<file path="config.mk">
export PLATFORM = sky130hd
export DESIGN_NAME = lmbf_ctrl
export DESIGN_NICKNAME = d
export VERILOG_FILES = /design/src/hw/rtl/lmbf_pkg.sv /design/src/hw/rtl/lmbf_ctrl.sv
export SDC_FILE = /design/constraint.sdc
export NUM_CORES = 1
export LEC_CHECK = 0
export BUFFER_PORTS_ARGS = -buffer_cell sky130_fd_sc_hd__buf_2
export CORE_AREA = 4 4 41 43
export DETAILED_ROUTE_END_ITERATION = 8
export DIE_AREA = 0 0 45 47
export HOLD_SLACK_MARGIN = 0.08
export PLACE_DENSITY = 0.42
export SYNTH_ARGS = -nofsm -noshare
export SYNTH_HDL_FRONTEND = slang
export SYNTH_SLANG_ARGS = --single-unit
export TNS_END_PERCENT = 10
</file>
<file path="constraint.sdc">
create_clock -name clk -period 1.25 [get_ports clk]
set_input_delay 0.125 -clock clk [delete_from_list [all_inputs] [get_ports clk]]
set_output_delay 0.125 -clock clk [all_outputs]
set_load 0.02 [all_outputs]
</file>
<file path="src/hw/rtl/lmbf_pkg.sv">
`timescale 1ns / 1ps
`default_nettype none
// ----------------------------------------------------------------------------
// lmbf_pkg
// Shared types and constants for the bit-plane frame buffer: operation codes,
// controller states, control and status bundles and the gamma table.
// ----------------------------------------------------------------------------
package lmbf_pkg;

    localparam logic [1:0] OP_DRAW  = 2'd0;
    localparam logic [1:0] OP_CLEAR = 2'd1;
    localparam logic [1:0] OP_READ  = 2'd2;

    typedef enum logic [2:0] {
        ST_INIT,
        ST_IDLE,
        ST_SETUP,
        ST_CLEAR,
        ST_DRAW_RD,
        ST_DRAW_WR,
        ST_READ_RD,
        ST_RESP
    } lmbf_state_t;

    typedef struct packed {
        logic capture;
        logic setup;
        logic clr_step;
        logic mem_rd;
        logic mem_wr;
        logic respond;
    } lmbf_cmd_t;

    typedef struct packed {
        logic [1:0] op;
        logic       hit;
        logic       clr_last;
        logic       plane_last;
    } lmbf_status_t;

    localparam logic [7:0] GAMMA_LUT [0:255] = '{
        8'd0, 8'd0, 8'd0, 8'd0, 8'd0, 8'd0, 8'd0, 8'd0, 8'd0, 8'd0,
        8'd0, 8'd0, 8'd0, 8'd0, 8'd0, 8'd0, 8'd0, 8'd0, 8'd0, 8'd0,
        8'd0, 8'd0, 8'd0, 8'd0, 8'd0, 8'd0, 8'd0, 8'd0, 8'd1, 8'd1,
        8'd1, 8'd1, 8'd1, 8'd1, 8'd1, 8'd1, 8'd1, 8'd1, 8'd1, 8'd1,
        8'd1, 8'd2, 8'd2, 8'd2, 8'd2, 8'd2, 8'd2, 8'd2, 8'd2, 8'd3,
        8'd3, 8'd3, 8'd3, 8'd3, 8'd3, 8'd3, 8'd4, 8'd4, 8'd4, 8'd4,
        8'd4, 8'd5, 8'd5, 8'd5, 8'd5, 8'd6, 8'd6, 8'd6, 8'd6, 8'd7,
        8'd7, 8'd7, 8'd7, 8'd8, 8'd8, 8'd8, 8'd9, 8'd9, 8'd9, 8'd10,
        8'd10, 8'd10, 8'd11, 8'd11, 8'd11, 8'd12, 8'd12, 8'd13, 8'd13, 8'd13,
        8'd14, 8'd14, 8'd15, 8'd15, 8'd16, 8'd16, 8'd17, 8'd17, 8'd18, 8'd18,
        8'd19, 8'd19, 8'd20, 8'd20, 8'd21, 8'd21, 8'd22, 8'd22, 8'd23, 8'd24,
        8'd24, 8'd25, 8'd25, 8'd26, 8'd27, 8'd27, 8'd28, 8'd29, 8'd29, 8'd30,
        8'd31, 8'd32, 8'd32, 8'd33, 8'd34, 8'd35, 8'd35, 8'd36, 8'd37, 8'd38,
        8'd39, 8'd39, 8'd40, 8'd41, 8'd42, 8'd43, 8'd44, 8'd45, 8'd46, 8'd47,
        8'd48, 8'd49, 8'd50, 8'd50, 8'd51, 8'd52, 8'd54, 8'd55, 8'd56, 8'd57,
        8'd58, 8'd59, 8'd60, 8'd61, 8'd62, 8'd63, 8'd64, 8'd66, 8'd67, 8'd68,
        8'd69, 8'd70, 8'd72, 8'd73, 8'd74, 8'd75, 8'd77, 8'd78, 8'd79, 8'd81,
        8'd82, 8'd83, 8'd85, 8'd86, 8'd87, 8'd89, 8'd90, 8'd92, 8'd93, 8'd95,
        8'd96, 8'd98, 8'd99, 8'd101, 8'd102, 8'd104, 8'd105, 8'd107, 8'd109, 8'd110,
        8'd112, 8'd114, 8'd115, 8'd117, 8'd119, 8'd120, 8'd122, 8'd124, 8'd126, 8'd127,
        8'd129, 8'd131, 8'd133, 8'd135, 8'd137, 8'd138, 8'd140, 8'd142, 8'd144, 8'd146,
        8'd148, 8'd150, 8'd152, 8'd154, 8'd156, 8'd158, 8'd160, 8'd162, 8'd164, 8'd167,
        8'd169, 8'd171, 8'd173, 8'd175, 8'd177, 8'd180, 8'd182, 8'd184, 8'd186, 8'd189,
        8'd191, 8'd193, 8'd196, 8'd198, 8'd200, 8'd203, 8'd205, 8'd208, 8'd210, 8'd213,
        8'd215, 8'd218, 8'd220, 8'd223, 8'd225, 8'd228, 8'd231, 8'd233, 8'd236, 8'd239,
        8'd241, 8'd244, 8'd247, 8'd249, 8'd252, 8'd255
    };

endpackage
`default_nettype wire

</file>
<file path="src/hw/rtl/lmbf_ctrl.sv">
`timescale 1ns / 1ps
`default_nettype none
// ----------------------------------------------------------------------------
// lmbf_ctrl
// Sequencer for the frame buffer: reset clearing pass, command capture,
// per-plane read-modify-write, clear sweep, word read and result strobe.
// ----------------------------------------------------------------------------
module lmbf_ctrl (
    input  wire logic                  clk,
    input  wire logic                  rst_n,
    input  wire logic                  start,
    input  wire lmbf_pkg::lmbf_status_t status,
    output lmbf_pkg::lmbf_cmd_t        cmd,
    output logic                       busy
);
    import lmbf_pkg::*;

    lmbf_state_t state_reg;
    lmbf_state_t state_next;

    always_ff @(posedge clk or negedge rst_n)
    begin
        if (!rst_n)
        begin
            state_reg <= ST_INIT;
        end
        else
        begin
            state_reg <= state_next;
        end
    end

    always_comb
    begin
        state_next = state_reg;
        cmd        = '0;
        busy       = 1'b1;
        case (state_reg)
            ST_INIT:
            begin
                // store swept to zero after reset
                cmd.clr_step = 1'b1;
                if (status.clr_last)
                begin
                    state_next = ST_IDLE;
                end
            end
            ST_IDLE:
            begin
                busy        = 1'b0;
                cmd.capture = start;
                if (start)
                begin
                    state_next = ST_SETUP;
                end
            end
            ST_SETUP:
            begin
                cmd.setup = 1'b1;
                case (status.op)
                    OP_DRAW:  state_next = status.hit ? ST_DRAW_RD : ST_RESP;
                    OP_CLEAR: state_next = ST_CLEAR;
                    OP_READ:  state_next = status.hit ? ST_READ_RD : ST_RESP;
                    default:  state_next = ST_RESP;
                endcase
            end
            ST_CLEAR:
            begin
                cmd.clr_step = 1'b1;
                if (status.clr_last)
                begin
                    state_next = ST_RESP;
                end
            end
            ST_DRAW_RD:
            begin
                cmd.mem_rd = 1'b1;
                state_next = ST_DRAW_WR;
            end
            ST_DRAW_WR:
            begin
                cmd.mem_wr = 1'b1;
                state_next = status.plane_last ? ST_RESP : ST_DRAW_RD;
            end
            ST_READ_RD:
            begin
                cmd.mem_rd = 1'b1;
                state_next = ST_RESP;
            end
            ST_RESP:
            begin
                cmd.respond = 1'b1;
                state_next  = ST_IDLE;
            end
            default:
            begin
                state_next = ST_IDLE;
            end
        endcase
    end

endmodule
`default_nettype wire

</file>
==> results.toml, run 1 <==
[status]
status = "complete, but fails checks"
violations = "negative setup slack"

[clock_tree]
clkLatencyLatePin_ns = 0.23
numCtsBuffers = 3
htreeDepth = 1
path_clk_slew_ns = 0.03
cts-root-buf = "clkbuf_4"
cts_sinks = 3
clockBufferDepth = 2
cts_tree = "done"

[layout]
final_common_cell = "buf_2"
area_delta_synth_final_pct = 73.9
largest_reg_flops = 3
fin_util_pct = 41.6
mostFrequentLayoutCells = "buf_2, buf_4"
diodes = 0
post_route_cells_drive_above_1_share_pct = 53.2
nets = 74

[route]
wl_met2_um = 332
postRouteAntennaNets = 0
detail_route.wl_per_cell_um = 9.82
drtPass1Iterations = 1
wl_met1_um = 344
vias = 333
dr.first_iter.drc_count = 0
drc = 0
wl_um = 756
viasPerCell = 4.32
top_layer = "met3"
met3WireLength_um = 79

[power]
p_int_uw = 761
swShare_pct = 40.3
peakVddDrop_mv = 0.704
total_leakage_power_nw = 0.273
powerDensity_nw_per_um2 = 2350
clock_power_share_pct = 12.7
switchingPower_uw = 514
pwr-share-comb_pct = 68.5
power_frac_seq_pct = 18.8

[min_path]
hold_class = "input pin to flip-flop"

[timing]
setup_viol = 5
finClkSkew_ns = 0.00124
max_clock_freq_mhz = 759
layout_setup_ws_ns = -0.0675
final-max-slew-violation-count = 0
tns_ns = -0.146
worst_pin_slew_ns = 0.268
hold-worst-slack_ns = 0.209
period_share_pct = 105
rsz0062_at_grt = "yes"
max_slew_margin_pct = 82.0
post-route-min-period_ns = 1.32
report.final.hold_viol_count = 0

[grt]
grt_overflow = 0
grt_max_degree = 7
grtUsageTotal_pct = 8.00
grt_pass1_wl_um = 1240
antenna_found_initial = 0
grt_pass1_vias = 301

[setup_path]
worstSetupPathType = "flip-flop to primary output"
cp-end-kind = "primary output"
worst-path-max-fanout = 6
start_kind = "flip-flop"
required_ns = 1.12
cp.arrival_ns = 1.19

[place]
gp_congestion = 0.724
numPortBuffers = 14
hpwl_um = 621

[floorplanning]
die_y_um = 47
initial_core_util_pct = 23.9
num_rows = 13
die_w_um = 45
design.die.area_um2 = 2120
io_pins = 15
core_um2 = 1300

[synth]
ys_warn_count = 0
synth_top_area_share_pct = 24.1
synth_seq_cells = 3
synth_fp_nets = 48
syn_inst = 37
synth_sequential_area_ratio_pct = 24.1
synthTopCellsByArea = "dfrtp_1, ha_1, nand2b_1"
synth.distinct_cells = 23
synth_area_um2 = 312
syn_area_per_cell_um2 = 8.42
yosysTopAreaCell = "dfrtp_1"

[run]
timing.max_cap.violations = 0
## per-layer routing
metal | up-vias | global-route usage (%)
met2 | 12 | 12.1
met3 | 0 | 1.53
met1 | 143 | 10.3
li1 | 178 | -
met4 | 0 | 5.26
met5 | - | 0
## critical path, cell delays in order, from the launching register on
cell	delay [ns]
dfrtp_2	0.45
or3b_1	0.36
buf_2	0.16
## cells by family after synthesis
group,synth area share (%)
compound gates,17.7
xor+xnor,2.81
fa+ha+maj,12.0
buf+inv,9.24
flops,24.1
mux,3.21
simple gates,30.9
## layout make-up
class	instances	area, µm²
clock buffers	4	26.3
repair buffers	24	181
multi-input cells	28	225
well taps	15	18.8
inverters	3	11.3
flip-flops and latches	3	78.8
fillers	150	759
## power groups by stage
stage          combinational, mW  clock, mW  sequential [mW]
2_1_floorplan              0.487          0            0.184
3_3_place_gp               0.762          0            0.229
3_5_place_dp               0.761          0            0.233
4_1_cts                    0.846      0.170            0.243
5_1_grt                    0.958      0.174            0.254
6_report                   0.874      0.162            0.239
## through the flow
stage / cell area, µm² / setup slack (ns) / std cells / total power, mW
after floorplan: 312 / 0.0221 / 37 / 0.671
after global placement: 455 / 0.0250 / 71 / 0.992
after detailed placement: 455 / -0.0102 / 71 / 0.995
after CTS: 529 / -0.0856 / 76 / 1.26
after global routing: 542 / -0.118 / 77 / 1.39
final: 542 / -0.0675 / 77 / 1.28
## final timing paths
kind	slack [ns]	to	cells after the start	start
max	-0.07	busy	2	state_reg[2]$_DFFE_PN0P_
max reg2reg	0.06	state_reg[1]$_DFFE_PN0P_	3	state_reg[0]$_DFFE_PN0P_
min reg2reg	0.54	state_reg[2]$_DFFE_PN0P_	1	state_reg[1]$_DFFE_PN0P_
max in group asynchronous	0.92	state_reg[2]$_DFFE_PN0P_	2	rst_n
min in group asynchronous	0.22	state_reg[0]$_DFFE_PN0P_	2	rst_n
min	0.21	state_reg[2]$_DFFE_PN0P_	3	status[1]
## timing repair
action / 4_1_cts / 5_1_grt
endpoints found under the hold margin: 3 / 0
hold buffers: 1 / 0
setup buffers: 0 / 1
endpoints found under the setup margin: 6 / 7
resized for setup: 11 / 2
gates cloned: 0 / 0
## synth_stat cells (all sizes together)
cell type,count
a21oi,2
a311oi,1
a31oi,1
a32o,1
and3,1
and3b,1
buf,3
dfrtp,3
ha,3
inv,3
mux2i,1
nand2,2
nand2b,4
nor2,1
nor2b,1
nor3b,2
nor4,2
o21ai,2
o21ba,1
or3b,1
xor2,1
(Power assumes the default switching activity.)
==> run 2, diff against run 1 <==
--- a/config.mk
+++ b/config.mk
@@ -5,10 +5,11 @@
 export SDC_FILE = /design/constraint.sdc
 export NUM_CORES = 1
 export LEC_CHECK = 0
+export ABC_AREA = 1
 export BUFFER_PORTS_ARGS = -buffer_cell sky130_fd_sc_hd__buf_2
-export CORE_AREA = 4 4 41 43
+export CORE_MARGIN = 4
+export CORE_UTILIZATION = 25
 export DETAILED_ROUTE_END_ITERATION = 8
-export DIE_AREA = 0 0 45 47
 export HOLD_SLACK_MARGIN = 0.08
 export PLACE_DENSITY = 0.42
 export SYNTH_ARGS = -nofsm -noshare
==> run 2 against run 1 <==
  * Final cell count increased by 40%
  * Die area is 7.6% higher
  * The run still ends with negative setup slack left
  * Maximum frequency is 3.9% higher
  * Area after synthesis is 27% higher
  * Count of clock-buffer cells in the layout did not move
  * Clock skew is 0.0035 ns higher
  * Hold slack worse by 0.025 ns
  * Sequential cell count stayed put
  * Synthesized cell count up 81%
  * Critical endpoint is now cmd[3]
  * Largest power group unchanged
==> results.toml, run 2 <==
[status]
status = "complete, but fails checks"
violations = "negative setup slack"

[layout]
nets = 104
fillCellCount = 166
multi_input_area_um2 = 264
post_route_cells_drive_above_1_share_pct = 43.5
final_common_cell = "nand2_1"
stdcell_area_um2 = 603
mostFrequentLayoutCells = "nand2_1, inv_1, buf_4"
largest_reg_flops = 3
area_delta_synth_final_pct = 53.0
seq_area_um2 = 78.8
diodes = 0

[grt]
antenna_found_initial = 0
grt_pass1_vias = 420
grt_overflow = 0
grt_pass1_wl_um = 1620
grt_max_degree = 9
grtUsageTotal_pct = 10.2

[route]
detail_route.wl_per_cell_um = 8.91
dr.first_iter.drc_count = 5
vias = 449
viasPerCell = 4.16
drtPass1Iterations = 4
wl_um = 962
postRouteAntennaNets = 0
drc = 0

[place]
dpl_cell_area_um2 = 477
hpwl_um = 745
gp_congestion = 0.744
numPortBuffers = 14

[min_path]
hold_class = "input pin to flip-flop"

[floorplanning]
die_y_um = 47.7
core_um2 = 1510
initial_core_util_pct = 26.2
design.die.area_um2 = 2280
die_w_um = 47.7
num_rows = 14
io_pins = 15

[timing]
post-route-min-period_ns = 1.27
finClkSkew_ns = 0.00476
max_slew_margin_pct = 85.7
layout_setup_ws_ns = -0.0176
setup_viol = 3
period_share_pct = 101
report.final.hold_viol_count = 0
worst_pin_slew_ns = 0.214
max_clock_freq_mhz = 789
final-max-slew-violation-count = 0
tns_ns = -0.0279
rsz0062_at_grt = "yes"

[synth]
synth_fp_nets = 78
syn_area_per_cell_um2 = 5.88
synthTopCellsByArea = "nand2_1, dfrtp_1, inv_1"
synth_seq_cells = 3
synthFlopType = "dfrtp_1"
synth_top_area_share_pct = 20.0
yosys.cell_count.top_type = "nand2_1"
async_reset_ff_share_pct = 100
synth.distinct_cells = 15
yosysTopAreaCell = "nand2_1"
synth_area_um2 = 394
syn_inst = 67
synth_common_cells = "nand2_1, inv_1, nor2_1, nand3_1"
ys_warn_count = 0
synth_sequential_area_ratio_pct = 19.0
synth_edf_count = 0

[clock_tree]
cts_tree = "done"
cts-root-buf = "clkbuf_4"
clkLatencyLatePin_ns = 0.23
clockBufferDepth = 2
cts_sinks = 3
path_clk_slew_ns = 0.04
htreeDepth = 1
numCtsBuffers = 3

[setup_path]
start_kind = "flip-flop"
crit_path_cell_trace = "buf_4 > nand3_2 > nand2_1 > buf_4"
cp-end-kind = "primary output"
cp_common_cell = "buf_4"
cp.arrival_ns = 1.14
required_ns = 1.12
critPathSlowestCell = "dfrtp_2"
slowest_delay_ns = 0.47
worstSetupPathType = "flip-flop to primary output"
worst-path-max-fanout = 6

[power]
pwr-share-comb_pct = 69.2
switchingPower_uw = 737
power_frac_seq_pct = 19.6
p_int_uw = 753
swShare_pct = 49.5
power_mw = 1.49
total_leakage_power_nw = 0.376
peakVddDrop_mv = 1.11
clock_power_share_pct = 11.2
powerDensity_nw_per_um2 = 2470

[run]
timing.max_cap.violations = 0
-- run 2: changes by cell type after synthesis, sizes merged, moves of 2 or more --
cell,delta
nand2,+20
inv,+11
nor2,+10
nand3,+7
nand2b,-4
nor3,+3
nor3b,-2
nor4,-2
o21ai,-2
-- run 2: worst max-delay path: cells and delay by family (launching register included) --
kind	cells	cell delay [ns]
DFF	1	0.47
and+or+nand+nor	2	0.14
buffers and inverters	2	0.31
-- run 2: worst paths after layout --
path / from / end / slack [ns] / depth (start not counted)
min in group asynchronous: rst_n / state_reg[0]$_DFFE_PN0P_ / 0.23 / 2
min reg2reg: state_reg[0]$_DFFE_PN0P_ / state_reg[0]$_DFFE_PN0P_ / 0.63 / 2
max reg2reg: state_reg[0]$_DFFE_PN0P_ / state_reg[0]$_DFFE_PN0P_ / 0.03 / 8
max: state_reg[0]$_DFFE_PN0P_ / cmd[3] / -0.02 / 4
max in group asynchronous: rst_n / state_reg[2]$_DFFE_PN0P_ / 0.90 / 2
min: status[1] / state_reg[1]$_DFFE_PN0P_ / 0.18 / 4
-- run 2: through the flow --
stage / cells / worst slack (ns) / hold slack, ns / util [%]
finish: 108 / -0.0176 / 0.183 / 40.0
global route: 108 / -0.0963 / 0.200 / 40.0
CTS: 108 / -0.0174 / 0.171 / 38.9
detailed placement: 97 / 0.0215 / -0.0743 / 31.6
global placement: 97 / -0.0410 / -0.0741 / 31.6
floorplan: 67 / 0.0725 / -0.171 / -
-- run 2: final cells by class --
cell class	instances	area share [%]
Inverter	14	9.54
Sequential cell	3	13.1
Tap cell	16	3.32
Timing Repair Buffer	23	25.9
Clock buffer	4	4.36
Multi-Input combinational cell	48	43.8
-- run 2: what timing repair did --
item | in CTS | in global routing
hold buffers | 1 | 0
gates resized for setup | 10 | 6
setup endpoints to repair | 7 | 9
pin swaps | 1 | 2
hold endpoints to repair | 3 | 0
setup buffers | 6 | 0
-- run 2: routing by layer --
metal / GRT usage, % / vias to the layer above / wire [µm]
li1: - / 252 / -
met4: 6.45 / 0 / 0
met2: 16.9 / 10 / 462
met1: 11.6 / 187 / 439
met5: 0 / - / 0
met3: 2.26 / 0 / 60
-- run 2: kinds of logic (layout without fill, tap and decap cells) --
group / Yosys count / after routing / share of synthesized area [%]
compound gates: 2 / 2 / 2.54
buf+inv: 16 / 41 / 19.7
simple gates: 43 / 43 / 49.2
flops: 3 / 3 / 19.0
fa+ha+maj: 3 / 3 / 9.52
-- run 2: power groups by stage --
| stage | combinational [mW] | sequential [mW] | clock [mW] |
|---|---|---|---|
| floorplan | 0.695 | 0.187 | 0 |
| global placement | 0.807 | 0.271 | 0 |
| detailed placement | 0.796 | 0.267 | 0 |
| CTS | 0.997 | 0.277 | 0.176 |
| global route | 1.16 | 0.302 | 0.191 |
| finish | 1.03 | 0.293 | 0.166 |
==> run 3, diff against run 2 <==
--- a/config.mk
+++ b/config.mk
@@ -11,7 +11,7 @@
 export CORE_UTILIZATION = 25
 export DETAILED_ROUTE_END_ITERATION = 8
 export HOLD_SLACK_MARGIN = 0.08
-export PLACE_DENSITY = 0.42
+export PLACE_DENSITY = 0.44
 export SYNTH_ARGS = -nofsm -noshare
 export SYNTH_HDL_FRONTEND = slang
 export SYNTH_SLANG_ARGS = --single-unit
==> constraint.sdc (replaced) <==
create_clock -name clk -period 1.02 [get_ports clk]
set_input_delay 0.102 -clock clk [delete_from_list [all_inputs] [get_ports clk]]
set_output_delay 0.102 -clock clk [all_outputs]
set_load 0.02 [all_outputs]
==> run 3 against run 2 <==
  * The run still ends with negative setup slack left
  * Power increased by 36%
  * Count of clock-buffer cells in the layout is the same
  * Hold slack better by 0.018 ns
  * Combinational power is 42% higher
  * Largest power group unchanged
==> results.toml, run 3 (synthesis results as in run 2) <==
[route]
postRouteAntennaNets = 0
detail_route.wl_per_cell_um = 9.54
wl_um = 1070
vias = 475
viasPerCell = 4.24
drc = 0
dr.first_iter.drc_count = 3
drtPass1Iterations = 4

[grt]
grt_overflow = 0
antenna_found_initial = 0
grt_max_degree = 9
grt_pass1_wl_um = 1670
grt_pass1_vias = 415
grtUsageTotal_pct = 10.4

[setup_path]
timing.rr.start = "state_reg[2]$_DFFE_PN0P_"
critPathSlowestCell = "dfrtp_2"
crit_path_cell_trace = "inv_4 > nand3_2 > buf_6 > nand2_2 > buf_6"
r2r_slack_ns = -0.19
cp-end-kind = "primary output"
slowest_delay_ns = 0.46
required_ns = 0.92
cp.arrival_ns = 1.18
rr_endpoint = "state_reg[1]$_DFFE_PN0P_"
worstSetupPathType = "flip-flop to primary output"
start_kind = "flip-flop"
worst-path-max-fanout = 5
cp_common_cell = "buf_6"
reg2reg_depth = 7

[clock_tree]
cts-root-buf = "clkbuf_4"
htreeDepth = 1
cts_tree = "done"
clockBufferDepth = 2
numCtsBuffers = 3
clkLatencyLatePin_ns = 0.22
cts_sinks = 3
path_clk_slew_ns = 0.03

[power]
peakVddDrop_mv = 1.11
clock_power_share_pct = 9.7
pwr-share-comb_pct = 72.2
p_int_mw = 1.03
powerDensity_nw_per_um2 = 2980
swShare_pct = 49.2
power_mw = 2.03
power_frac_seq_pct = 18.1
switchingPower_uw = 996
total_leakage_power_nw = 0.402

[timing]
layout_setup_ws_ns = -0.260
report.final.hold_viol_count = 0
rsz0062_at_grt = "yes"
setup_viol = 10
finClkSkew_ns = 0.00147
worst_pin_slew_ns = 0.238
max_clock_freq_mhz = 781
max_slew_margin_pct = 84.1
final-max-slew-violation-count = 0
period_share_pct = 125
post-route-min-period_ns = 1.28
tns_ns = -2.00

[place]
numPortBuffers = 14
place_ws_ns = -0.129
gp_congestion = 0.768
hpwl_um = 831
dpl_cell_area_um2 = 539

[run]
timing.max_cap.violations = 0

[layout]
diodes = 0
largest_reg_flops = 3
fin_util_pct = 45.2
mostFrequentLayoutCells = "nand2_1, inv_1, buf_4"
stdcell_area_um2 = 681
post_route_cells_drive_above_1_share_pct = 52.1
fillCellCount = 169
final_common_cell = "nand2_1"
area_delta_synth_final_pct = 72.7
nets = 108

[floorplanning]
initial_core_util_pct = 26.2
die_y_um = 47.7
io_pins = 15
design.die.area_um2 = 2280
die_w_um = 47.7
core_um2 = 1510
num_rows = 14

[min_path]
hold_class = "input pin to asynchronous set/reset pin"

[status]
violations = "negative setup slack"
status = "complete, but fails checks"
## run 3: cell types whose count changed in the layout (fill, tap and decap cells not counted)
cell and delta:
buf_6 +6, nor2_4 +1, nand2_2 +3, nor2_2 +1, nor2_1 -2, buf_2 -1, nand2_1 -3, nand3_1 -1
buf_4 -1, nand3_2 +1
## run 3: repair_timing
item / in CTS / in global routing
pin swaps: 3 / 2
setup endpoints to repair: 10 / 10
hold buffers: 1 / 0
gates cloned: 0 / 0
resized for setup: 15 / 10
hold endpoints to repair: 3 / 0
setup buffers: 3 / 1
## run 3: layer usage
layer	vias to the layer above	global-route usage (%)	wire length, µm
li1	257	-	-
met1	209	13.6	480
met2	9	16.4	538
met3	0	4.51	50
met4	0	1.61	0
met5	-	0	0
## run 3: final cells by class
type                    instances  area, µm²  area share [%]
multi-input cells              48        287            42.1
clock buffers                   4       26.3            3.86
inverters                      14       57.6            8.46
repair buffers                 27        211            31.1
well taps                      16       20.0            2.94
flip-flops and latches          3       78.8            11.6
## run 3: how the worst max path moves through the flow
stage / start / endpoint / slack, ns / cells after the start
3_5_place_dp: state_reg[1]$_DFFE_PN0P_ / state_reg[1]$_DFFE_PN0P_ / -0.13 / 6
2_1_floorplan: state_reg[0]$_DFFE_PN0P_ / state_reg[1]$_DFFE_PN0P_ / -0.05 / 7
5_1_grt: state_reg[0]$_DFFE_PN0P_ / cmd[2] / -0.30 / 5
6_report: state_reg[0]$_DFFE_PN0P_ / cmd[2] / -0.26 / 5
4_1_cts: state_reg[0]$_DFFE_PN0P_ / cmd[2] / -0.23 / 5
3_3_place_gp: state_reg[1]$_DFFE_PN0P_ / state_reg[1]$_DFFE_PN0P_ / -0.15 / 7
## run 3: metrics by stage
step,hold slack (ns),instances
3_5_place_dp,-0.0980,103
4_1_cts,0.203,111
5_1_grt,0.215,112
2_1_floorplan,-0.194,67
3_3_place_gp,-0.0961,103
6_report,0.201,112
## run 3: critical path, delay by kind of cell, from the launching register on
kind / cells / cell delay (ns)
and+or+nand+nor: 2 / 0.14
DFF: 1 / 0.46
buffers and inverters: 3 / 0.35
## run 3: power groups by stage
stage | Combinational (mW) | Sequential [mW] | Clock, mW
floorplan | 0.907 | 0.233 | 0
global placement | 1.15 | 0.307 | 0
detailed placement | 1.13 | 0.311 | 0
CTS | 1.32 | 0.339 | 0.205
global route | 1.62 | 0.377 | 0.221
finish | 1.46 | 0.367 | 0.197
